==> config.mk <==
export PLATFORM = sky130hd
export DESIGN_NAME = integer_alu_with_flags_core
export DESIGN_NICKNAME = d
export VERILOG_FILES = /design/src/design/ialu_pkg.sv /design/src/design/ialu_if.sv /design/src/design/integer_alu_with_flags_core.sv /design/src/design/ialu_front.sv /design/src/design/ialu_queue.sv /design/src/design/ialu_back.sv
export SDC_FILE = /design/constraint.sdc
export NUM_CORES = 2
export LEC_CHECK = 0
export CORE_ASPECT_RATIO = 0.75
export CORE_MARGIN = 3
export CORE_UTILIZATION = 42
export CTS_CLUSTER_SIZE = 25
export DETAILED_ROUTE_END_ITERATION = 6
export DONT_BUFFER_PORTS = 1
export PLACE_DENSITY = 0.55
export SLEW_MARGIN = 10
export SYNTH_ARGS = -nofsm -noshare
export SYNTH_HDL_FRONTEND = slang
export SYNTH_SLANG_ARGS = --single-unit
==> constraint.sdc <==
create_clock -name clock -period 28.1 [get_ports clock]
set_input_delay 4.215 -clock clock [delete_from_list [all_inputs] [get_ports clock]]
set_output_delay 4.215 -clock clock [all_outputs]
set_load 0.02 [all_outputs]
==> src/design/ialu_pkg.sv <==
// Package for the integer ALU with flags: opcodes, error codes, widths and queue entry type.
// No dependencies.
`timescale 1ns / 1ps
package ialu_pkg;
   localparam int WORD_BITS = 32;
   localparam int WIDE_BITS = 64;
   localparam int REG_INDEX_BITS_DEF = 4;
   localparam int CMD_BITS = 4;
   localparam int ERR_BITS = 2;

   typedef enum logic [3:0] {
      OP_STALL = 4'd0, OP_ADC = 4'd1, OP_SBC = 4'd2, OP_ADD = 4'd3, OP_SUB = 4'd4,
      OP_MUL = 4'd5, OP_DIV = 4'd6, OP_NAND = 4'd7, OP_AND = 4'd8, OP_OR = 4'd9,
      OP_XOR = 4'd10, OP_NOT = 4'd11, OP_SHL = 4'd12, OP_SAR = 4'd13, OP_MOD = 4'd14,
      OP_BAD = 4'd15
   } opcode_type;

   typedef enum logic [1:0] {
      ERR_NONE = 2'd0, ERR_DIV_ZERO = 2'd1, ERR_BAD_OP = 2'd2
   } err_type;

   // Operation class decided by the front end
   typedef enum logic [1:0] {
      CLS_SIMPLE = 2'd0, CLS_DIVIDE = 2'd1, CLS_HOLD = 2'd2
   } class_type;

   typedef enum logic [1:0] {
      BE_IDLE = 2'd0, BE_DIV = 2'd1, BE_FINISH = 2'd2
   } be_state_type;

   // Classified request passed from front to back
   typedef struct packed {
      class_type             cls;
      logic                  is_mod;
      logic [WIDE_BITS-1:0]  value;
      logic [WORD_BITS-1:0]  opa;
      logic [WORD_BITS-1:0]  opb;
      err_type               err;
      logic [7:0]            target;
   } task_type;
endpackage

==> src/design/ialu_if.sv <==
// Valid/ready channel interface carrying a payload of parameterized type.
// Depends on nothing.
`timescale 1ns / 1ps
interface ialu_if #(parameter type payload_type = logic) (input logic clock);
   logic        valid;
   logic        ready;
   payload_type payload;
   modport source (output valid, output payload, input ready);
   modport sink (input valid, input payload, output ready);
endinterface

==> src/design/integer_alu_with_flags_core.sv <==
// Top level of the integer ALU with flags: front end, queue, back end.
// Depends on ialu_pkg, ialu_if, ialu_front, ialu_queue, ialu_back.
//
// Usage: requests come on req_ (valid/ready) with command, two signed 32-bit
// operands and a target register index. Each request gives exactly one
// response on rsp_ with the low 32 bits of the 64-bit result, echoed target,
// zero/carry/overflow flags and an error code. Stall, divide by zero and bad
// opcode keep the previously held result.
// Path: front register, queue, output register; divide and modulo also
// iterate in the back end's one-bit-per-cycle restoring divider, 32 steps
// plus finish, before the output register.
// Throughput: one request per cycle for simple operations while the
// receiver is ready; the back end takes nothing new while dividing.
// Reset clears the held result to zero and drops every queued request.
// When the receiver stalls, the output register holds, then the queue and
// the front register fill and req_ready falls.
`timescale 1ns / 1ps
module integer_alu_with_flags_core #(
   parameter int REG_INDEX_BITS = ialu_pkg::REG_INDEX_BITS_DEF
) (
   input  logic                        clock,
   input  logic                        reset,
   input  logic                        req_valid,
   output logic                        req_ready,
   input  logic [ialu_pkg::CMD_BITS-1:0]  req_command,
   input  logic signed [ialu_pkg::WORD_BITS-1:0] req_operand_a,
   input  logic signed [ialu_pkg::WORD_BITS-1:0] req_operand_b,
   input  logic [REG_INDEX_BITS-1:0]  req_target_reg,
   output logic                        rsp_valid,
   input  logic                        rsp_ready,
   output logic signed [ialu_pkg::WORD_BITS-1:0] rsp_result_low,
   output logic [REG_INDEX_BITS-1:0]  rsp_target_out,
   output logic                        rsp_zero_flag,
   output logic                        rsp_carry_flag,
   output logic                        rsp_overflow_flag,
   output logic [ialu_pkg::ERR_BITS-1:0] rsp_error_code
);
   import ialu_pkg::*;

   ialu_if #(.payload_type(task_type)) f2q (.clock(clock));
   ialu_if #(.payload_type(task_type)) q2b (.clock(clock));

   ialu_front #(.REG_INDEX_BITS(REG_INDEX_BITS)) u_front (
      .clock(clock), .reset(reset),
      .req_valid(req_valid), .req_ready(req_ready), .req_command(req_command),
      .req_operand_a(req_operand_a), .req_operand_b(req_operand_b),
      .req_target_reg(req_target_reg),
      .q_valid(f2q.valid), .q_ready(f2q.ready), .q_task(f2q.payload)
   );

   ialu_queue u_queue (
      .clock(clock), .reset(reset),
      .enq_valid(f2q.valid), .enq_ready(f2q.ready), .enq_task(f2q.payload),
      .deq_valid(q2b.valid), .deq_ready(q2b.ready), .deq_task(q2b.payload)
   );

   ialu_back #(.REG_INDEX_BITS(REG_INDEX_BITS)) u_back (
      .clock(clock), .reset(reset),
      .q_valid(q2b.valid), .q_ready(q2b.ready), .q_task(q2b.payload),
      .rsp_valid(rsp_valid), .rsp_ready(rsp_ready), .rsp_result_low(rsp_result_low),
      .rsp_target_out(rsp_target_out), .rsp_zero_flag(rsp_zero_flag),
      .rsp_carry_flag(rsp_carry_flag), .rsp_overflow_flag(rsp_overflow_flag),
      .rsp_error_code(rsp_error_code)
   );
endmodule

==> src/design/ialu_front.sv <==
// Front end: accepts requests, classifies them and computes the simple operations' results.
// Depends on ialu_pkg.
`timescale 1ns / 1ps
module ialu_front #(
   parameter int REG_INDEX_BITS = ialu_pkg::REG_INDEX_BITS_DEF
) (
   input  logic                        clock,
   input  logic                        reset,
   input  logic                        req_valid,
   output logic                        req_ready,
   input  logic [ialu_pkg::CMD_BITS-1:0]  req_command,
   input  logic signed [ialu_pkg::WORD_BITS-1:0] req_operand_a,
   input  logic signed [ialu_pkg::WORD_BITS-1:0] req_operand_b,
   input  logic [REG_INDEX_BITS-1:0]  req_target_reg,
   output logic                        q_valid,
   input  logic                        q_ready,
   output ialu_pkg::task_type          q_task
);
   import ialu_pkg::*;

   logic                        valid_ff, valid_in;
   task_type                    task_ff, task_in;
   logic [WIDE_BITS-1:0]        ua, ub;
   logic signed [WIDE_BITS-1:0] prod;
   logic [5:0]                  sh;
   opcode_type                  op;

   assign req_ready = !valid_ff || q_ready;
   assign q_valid   = valid_ff;
   assign q_task    = task_ff;

   // Classify and compute the short operations
   always_comb begin
      ua = {{WORD_BITS{req_operand_a[WORD_BITS-1]}}, req_operand_a};
      ub = {{WORD_BITS{req_operand_b[WORD_BITS-1]}}, req_operand_b};
      sh = req_operand_b[5:0];
      op = opcode_type'(req_command);
      // signed 32x32 product, full 64 bits
      prod = WIDE_BITS'(req_operand_a) * WIDE_BITS'(req_operand_b);
      task_in = '0;
      task_in.opa = req_operand_a;
      task_in.opb = req_operand_b;
      task_in.target = 8'(req_target_reg);
      task_in.cls = CLS_SIMPLE;
      task_in.err = ERR_NONE;
      case (op)
         OP_STALL: task_in.cls = CLS_HOLD;
         OP_ADC, OP_ADD: task_in.value = ua + ub;
         OP_SBC, OP_SUB: task_in.value = ua - ub;
         OP_MUL: task_in.value = prod;
         OP_DIV, OP_MOD: begin
            task_in.is_mod = (op == OP_MOD);
            if (req_operand_b == '0) begin
               task_in.cls = CLS_HOLD;
               task_in.err = ERR_DIV_ZERO;
            end else begin
               task_in.cls = CLS_DIVIDE;
            end
         end
         OP_NAND: task_in.value = ~(ua & ub);
         OP_AND: task_in.value = ua & ub;
         OP_OR: task_in.value = ua | ub;
         OP_XOR: task_in.value = ua ^ ub;
         OP_NOT: task_in.value = ~ua;
         OP_SHL: task_in.value = ua << sh;
         OP_SAR: task_in.value = $signed(ua) >>> sh;
         default: begin
            task_in.cls = CLS_HOLD;
            task_in.err = ERR_BAD_OP;
         end
      endcase
   end

   // Hold or advance the output stage
   always_comb begin
      valid_in = valid_ff;
      if (req_valid && req_ready) valid_in = 1'b1;
      else if (q_ready) valid_in = 1'b0;
   end

   always_ff @(posedge clock) begin
      if (reset) valid_ff <= 1'b0;
      else valid_ff <= valid_in;
      if (req_valid && req_ready) task_ff <= task_in;
   end
endmodule

==> src/design/ialu_queue.sv <==
// Two-entry queue between front and back end.
// Depends on ialu_pkg.
`timescale 1ns / 1ps
module ialu_queue (
   input  logic               clock,
   input  logic               reset,
   input  logic               enq_valid,
   output logic               enq_ready,
   input  ialu_pkg::task_type enq_task,
   output logic               deq_valid,
   input  logic               deq_ready,
   output ialu_pkg::task_type deq_task
);
   import ialu_pkg::*;

   task_type   mem_ff [2];
   logic       wp_ff, wp_in, rp_ff, rp_in;
   logic [1:0] cnt_ff, cnt_in;
   logic       push, pop;

   assign enq_ready = (cnt_ff != 2'd2);
   assign deq_valid = (cnt_ff != 2'd0);
   assign deq_task  = mem_ff[rp_ff];
   assign push = enq_valid && enq_ready;
   assign pop  = deq_valid && deq_ready;

   // Advance pointers and count
   always_comb begin
      wp_in  = push ? !wp_ff : wp_ff;
      rp_in  = pop ? !rp_ff : rp_ff;
      cnt_in = cnt_ff + 2'(push) - 2'(pop);
   end

   always_ff @(posedge clock) begin
      if (reset) begin
         wp_ff <= 1'b0;
         rp_ff <= 1'b0;
         cnt_ff <= 2'd0;
      end else begin
         wp_ff <= wp_in;
         rp_ff <= rp_in;
         cnt_ff <= cnt_in;
      end
      if (push) mem_ff[wp_ff] <= enq_task;
   end

   a_count_range: assert property (@(posedge clock) disable iff (reset) cnt_ff <= 2'd2)
      else $error("queue count out of range");
   a_no_push_full: assert property (@(posedge clock) disable iff (reset)
      cnt_ff == 2'd2 |-> !push) else $error("push into full queue");
   a_pop_dec: assert property (@(posedge clock) disable iff (reset)
      pop && !push |=> cnt_ff == $past(cnt_ff) - 2'd1) else $error("pop count slip");
endmodule

==> src/design/ialu_back.sv <==
// Back end: radix-2 divider, held result register, flags and output register.
// Depends on ialu_pkg.
`timescale 1ns / 1ps
module ialu_back #(
   parameter int REG_INDEX_BITS = ialu_pkg::REG_INDEX_BITS_DEF
) (
   input  logic                        clock,
   input  logic                        reset,
   input  logic                        q_valid,
   output logic                        q_ready,
   input  ialu_pkg::task_type          q_task,
   output logic                        rsp_valid,
   input  logic                        rsp_ready,
   output logic signed [ialu_pkg::WORD_BITS-1:0] rsp_result_low,
   output logic [REG_INDEX_BITS-1:0]  rsp_target_out,
   output logic                        rsp_zero_flag,
   output logic                        rsp_carry_flag,
   output logic                        rsp_overflow_flag,
   output logic [ialu_pkg::ERR_BITS-1:0] rsp_error_code
);
   import ialu_pkg::*;

   be_state_type          state_ff, state_in;
   logic [WIDE_BITS-1:0]  held_ff, held_in, mag, r;
   logic [WORD_BITS-1:0]  quo_ff, quo_in, rem_ff, rem_in, dvs_ff, dvs_in;
   logic [5:0]            cnt_ff, cnt_in;
   logic                  neg_q_ff, neg_q_in, neg_r_ff, neg_r_in, mod_ff, mod_in;
   logic [WORD_BITS:0]    trial;
   logic [WORD_BITS-1:0]  absa, absb, qs, rs;
   logic                  ovalid_ff, ovalid_in, load_out;
   logic [WORD_BITS-1:0]  olow_ff;
   logic [REG_INDEX_BITS-1:0] otgt_ff, tgt_ff, tgt_in;
   logic                  oz_ff, oc_ff, oo_ff;
   err_type               oerr_ff, err_sel;

   assign rsp_valid = ovalid_ff;
   assign rsp_result_low = olow_ff;
   assign rsp_target_out = otgt_ff;
   assign rsp_zero_flag = oz_ff;
   assign rsp_carry_flag = oc_ff;
   assign rsp_overflow_flag = oo_ff;
   assign rsp_error_code = oerr_ff;

   // Sequence the back end: simple ops finish at once, divides iterate
   always_comb begin
      absa = q_task.opa[WORD_BITS-1] ? -q_task.opa : q_task.opa;
      absb = q_task.opb[WORD_BITS-1] ? -q_task.opb : q_task.opb;
      trial = {rem_ff, quo_ff[WORD_BITS-1]} - {1'b0, dvs_ff};
      qs = neg_q_ff ? -quo_ff : quo_ff;
      rs = neg_r_ff ? -rem_ff : rem_ff;
      state_in = state_ff;
      held_in = held_ff;
      quo_in = quo_ff; rem_in = rem_ff; dvs_in = dvs_ff; cnt_in = cnt_ff;
      neg_q_in = neg_q_ff; neg_r_in = neg_r_ff; mod_in = mod_ff; tgt_in = tgt_ff;
      q_ready = 1'b0;
      load_out = 1'b0;
      err_sel = ERR_NONE;
      r = held_ff;
      case (state_ff)
         BE_IDLE: begin
            q_ready = !ovalid_ff || rsp_ready;
            if (q_valid && q_ready) begin
               if (q_task.cls == CLS_DIVIDE) begin
                  state_in = BE_DIV;
                  quo_in = absa; rem_in = '0; dvs_in = absb; cnt_in = 6'd0;
                  neg_q_in = q_task.opa[WORD_BITS-1] ^ q_task.opb[WORD_BITS-1];
                  neg_r_in = q_task.opa[WORD_BITS-1];
                  mod_in = q_task.is_mod;
                  tgt_in = q_task.target[REG_INDEX_BITS-1:0];
               end else begin
                  load_out = 1'b1;
                  err_sel = q_task.err;
                  if (q_task.cls == CLS_SIMPLE) r = q_task.value;
                  held_in = r;
               end
            end
         end
         BE_DIV: begin
            // one restoring step per cycle
            if (!trial[WORD_BITS]) begin
               rem_in = trial[WORD_BITS-1:0];
               quo_in = {quo_ff[WORD_BITS-2:0], 1'b1};
            end else begin
               rem_in = {rem_ff[WORD_BITS-2:0], quo_ff[WORD_BITS-1]};
               quo_in = {quo_ff[WORD_BITS-2:0], 1'b0};
            end
            cnt_in = cnt_ff + 6'd1;
            if (cnt_ff == 6'(WORD_BITS - 1)) state_in = BE_FINISH;
         end
         BE_FINISH: begin
            if (!ovalid_ff || rsp_ready) begin
               load_out = 1'b1;
               // quotient 2^31 (min / -1) stays positive in 64 bits
               r = mod_ff ? {{WORD_BITS{rs[WORD_BITS-1]}}, rs}
                          : (neg_q_ff ? {{WORD_BITS{qs[WORD_BITS-1]}}, qs}
                                      : {{WORD_BITS{1'b0}}, quo_ff});
               held_in = r;
               state_in = BE_IDLE;
            end
         end
         default: state_in = BE_IDLE;
      endcase
      mag = r[WIDE_BITS-1] ? -r : r;
      ovalid_in = load_out ? 1'b1 : (rsp_ready ? 1'b0 : ovalid_ff);
   end

   always_ff @(posedge clock) begin
      if (reset) begin
         state_ff <= BE_IDLE;
         held_ff <= '0;
         ovalid_ff <= 1'b0;
      end else begin
         state_ff <= state_in;
         held_ff <= held_in;
         ovalid_ff <= ovalid_in;
      end
      quo_ff <= quo_in; rem_ff <= rem_in; dvs_ff <= dvs_in; cnt_ff <= cnt_in;
      neg_q_ff <= neg_q_in; neg_r_ff <= neg_r_in; mod_ff <= mod_in; tgt_ff <= tgt_in;
      if (load_out) begin
         olow_ff <= r[WORD_BITS-1:0];
         otgt_ff <= (state_ff == BE_FINISH) ? tgt_ff : q_task.target[REG_INDEX_BITS-1:0];
         oz_ff <= (r == '0);
         oc_ff <= mag[WORD_BITS];
         oo_ff <= (mag > (WIDE_BITS'(1) << WORD_BITS));
         oerr_ff <= err_sel;
      end
   end

   a_no_overwrite: assert property (@(posedge clock) disable iff (reset)
      ovalid_ff && !rsp_ready |-> !load_out) else $error("result overwritten");
   a_div_len: assert property (@(posedge clock) disable iff (reset)
      state_ff == BE_DIV && cnt_ff == 6'd0 |-> $past(state_ff) == BE_IDLE)
      else $error("divider started mid-run");
   a_idle_only_take: assert property (@(posedge clock) disable iff (reset)
      q_ready |-> state_ff == BE_IDLE) else $error("take outside idle");
endmodule
==> impl_metrics.ini <==
[floorplanning]
die_area_um2 = 178000
fp.dieH_um = 366
initial_core_util_pct = 42.5
die_w_um = 486
row_count = 131
ioPinCount = 119
core_region_area_um2 = 171000

[yosys]
synth.avg_cell_area_um2 = 9.55
synth-simple-area-share_pct = 13.1
yosys_warnings = 0
synth-xor-area-share_pct = 2.58
ys_seq_area_share_pct = 25.2
yosys.area_share.adder_pct = 35.5
async_flop_share_pct = 0
synthesis.nets = 9083
muxShareOfSynthArea_pct = 4.72
netlist_instances = 7601
synth_cell_types = 96
synth-seq-cells = 634
ys.flop_type = edfxtp_1
synth_edf_count = 561
synth-compound-area-share_pct = 10.8
synth_top_family_by_area = adder cells
syn_area_um2 = 72600

[global_routing]
grt_pass1_vias = 56400
grt_remaining_overflow = 0
grt_first_pass_wirelength_mm = 398
antenna_found_initial = 18
grt_max_degree = 112
grt_util_all_layers_pct = 30.4

[routing]
vias = 57100
wl_mm = 271
via_per_inst = 5.91
route.detailed.drc = 0
antenna_left = 0
drt_iter0_markers = 6865
wl_per_cell_um = 28.1
dr.pass1.iters = 6

[worst_setup_path]
critPathKind = in -> reg
cp-end-kind = flip-flop
worstPathArrival_ns = 14.22
reg2reg_setup_slack_ns = 21.52
crit_path_max_fanout = 23
startpoint_type = primary input
critPathRequiredTime_ns = 28.51

[timing]
drv_slew = 0
fmax_mhz = 72.4
worst_pin_slew_ns = 1.33
clock_skew_ns = 0.0412
finalSetupViolations = 0
rsz0062_at_grt = no
tns_ns = 0
maxSlewHeadroom_pct = 10.1
period_share_pct = 49.1
timing.hold.ws_ns = 0.423
finalHoldViolCount = 0
fin_crit_ns = 13.81

[final_layout]
fillers = 16300
drive_above_1_share_pct = 4.28
most-common-layout-cells = inv_1, fa_1, nor2_1, nand2_1, edfxtp_1
layout.nets = 8809
area_delta_synth_final_pct = 5.68
layout_commonest_cell = inv_1

[clock_tree]
clk_latency_ns = 0.67
tritoncts = built
cts_made_buffers = 59
cts_max_path_buffers = 3
cts-resized-gates = 0
holdBufCountCts = 0
cts.root.buffer_cell = clkbuf_16
cts_max_level = 2
post_cts_buffers = 0
cts.sinks = 634
path_clk_slew_ns = 0.07

[placement]
hpwlAfterDp_mm = 207
io_buffers = 0
gp_congestion = 0.987

[job]
cap_violations = 0

[min_path]
min_path_type = reg -> reg

[outcome]
status = complete, no violations
## state kept, by name (all words and copies together) (netlist names), 2 cells and up, named ones only
register / count
u_back.rsp_target_out: 4
u_back.tgt_ff: 4
u_back.state_ff: 2
u_back.rem_ff: 32
u_queue.cnt_ff: 2
u_back.dvs_ff: 32
u_back.rsp_result_low: 32
u_back.cnt_ff: 6
u_back.held_ff: 64
u_front.q_task: 137
u_back.quo_ff: 32
u_queue.mem_ff: 274
u_back.rsp_error_code: 2
## cell type report
| type | instances | area, um2 | share of cell area [%] |
|---|---|---|---|
| clock buffer | 75 | 1570 | 2.04 |
| multi-input combinational | 5398 | 48500 | 63.3 |
| tap | 2261 | 2830 | 3.69 |
| sequential | 634 | 18300 | 23.9 |
| inverter | 1137 | 4270 | 5.56 |
| antenna | 13 | 32.5 | 0.0424 |
| timing repair buffer | 97 | 728 | 0.949 |
| clock inverter | 36 | 449 | 0.586 |
## critical path, stage by stage
cell and delay, ns:
clkinv_1 0.91, nor2_1 0.47, fa_1 0.47, fa_1 0.52, fa_1 0.55, inv_1 0.06
fa_1 0.48, inv_1 0.05, fa_1 0.48, fa_1 0.57, fa_1 0.45, fa_1 0.46
ha_1 0.46, nand4_1 0.22, nor4_1 0.26, o21ai_0 0.17, a21oi_1 0.47, o21ai_0 0.53
a21oi_1 0.45, nor4b_1 0.12, o21ai_0 0.70, a311oi_1 0.19, a211oi_1 0.29, mux2i_1 0.11
or4_1 0.52
## worst paths after layout
check	cells after the start	from	to
min	0	u_front.q_task[12]	u_queue.mem_ff[0][8]
min reg2reg	0	u_front.q_task[12]	u_queue.mem_ff[0][8]
max reg2reg	14	u_back.rem_ff[5]	u_back.rsp_overflow_flag
max	25	req_operand_a[15]	u_front.q_task[136]
## synthesized netlist by cell type (92+ instances only)
| library cell | n | area [um2] |
|---|---|---|
| inv_1 | 1106 | 4150 |
| a21oi_1 | 331 | 1660 |
| ha_1 | 321 | 4020 |
| edfxtp_1 | 561 | 16800 |
| nor2_1 | 1034 | 3880 |
| xnor2_1 | 120 | 1050 |
| xor2_1 | 94 | 823 |
| fa_1 | 1085 | 21700 |
| nor3_1 | 92 | 460 |
| clkbuf_1 | 314 | 1180 |
| mux2i_1 | 265 | 2650 |
| buf_1 | 109 | 409 |
| o21ai_0 | 303 | 1520 |
| nand2_1 | 754 | 2830 |
## cells by family after synthesis
logic type               count (synthesis)
XOR/XNOR                               214
buffers and inverters                 1569
multiplexers                           319
AO/OA/AOI/OAI                         1216
flip-flops                             634
AND/OR/NAND/NOR                       2243
adder cells (fa/ha/maj)               1406
## metrics by stage
| step | cells | setup WS, ns | util (%) | cell area [um2] |
|---|---|---|---|---|
| 2_1_floorplan | 7601 | 15.00 | - | 72600 |
| 3_3_place_gp | 9527 | 14.08 | 43.7 | 74700 |
| 3_5_place_dp | 9527 | 14.04 | 43.7 | 74700 |
| 4_1_cts | 9638 | 14.69 | 44.9 | 76700 |
| 5_1_grt | 9640 | 14.11 | 44.9 | 76700 |
| 6_report | 9651 | 14.29 | 44.9 | 76700 |
## layer usage
layer,up-vias,GRT usage (%),part of all wire [%]
met4,8,7.90,2.9
met3,381,9.43,13
li1,24400,-,-
met5,-,0,0.019
met2,3149,41.9,40
met1,29100,45.9,44
Power is left out: the tool's default activity adds up to more than one toggle a clock period on the data nets, which glitch-free logic cannot reach.
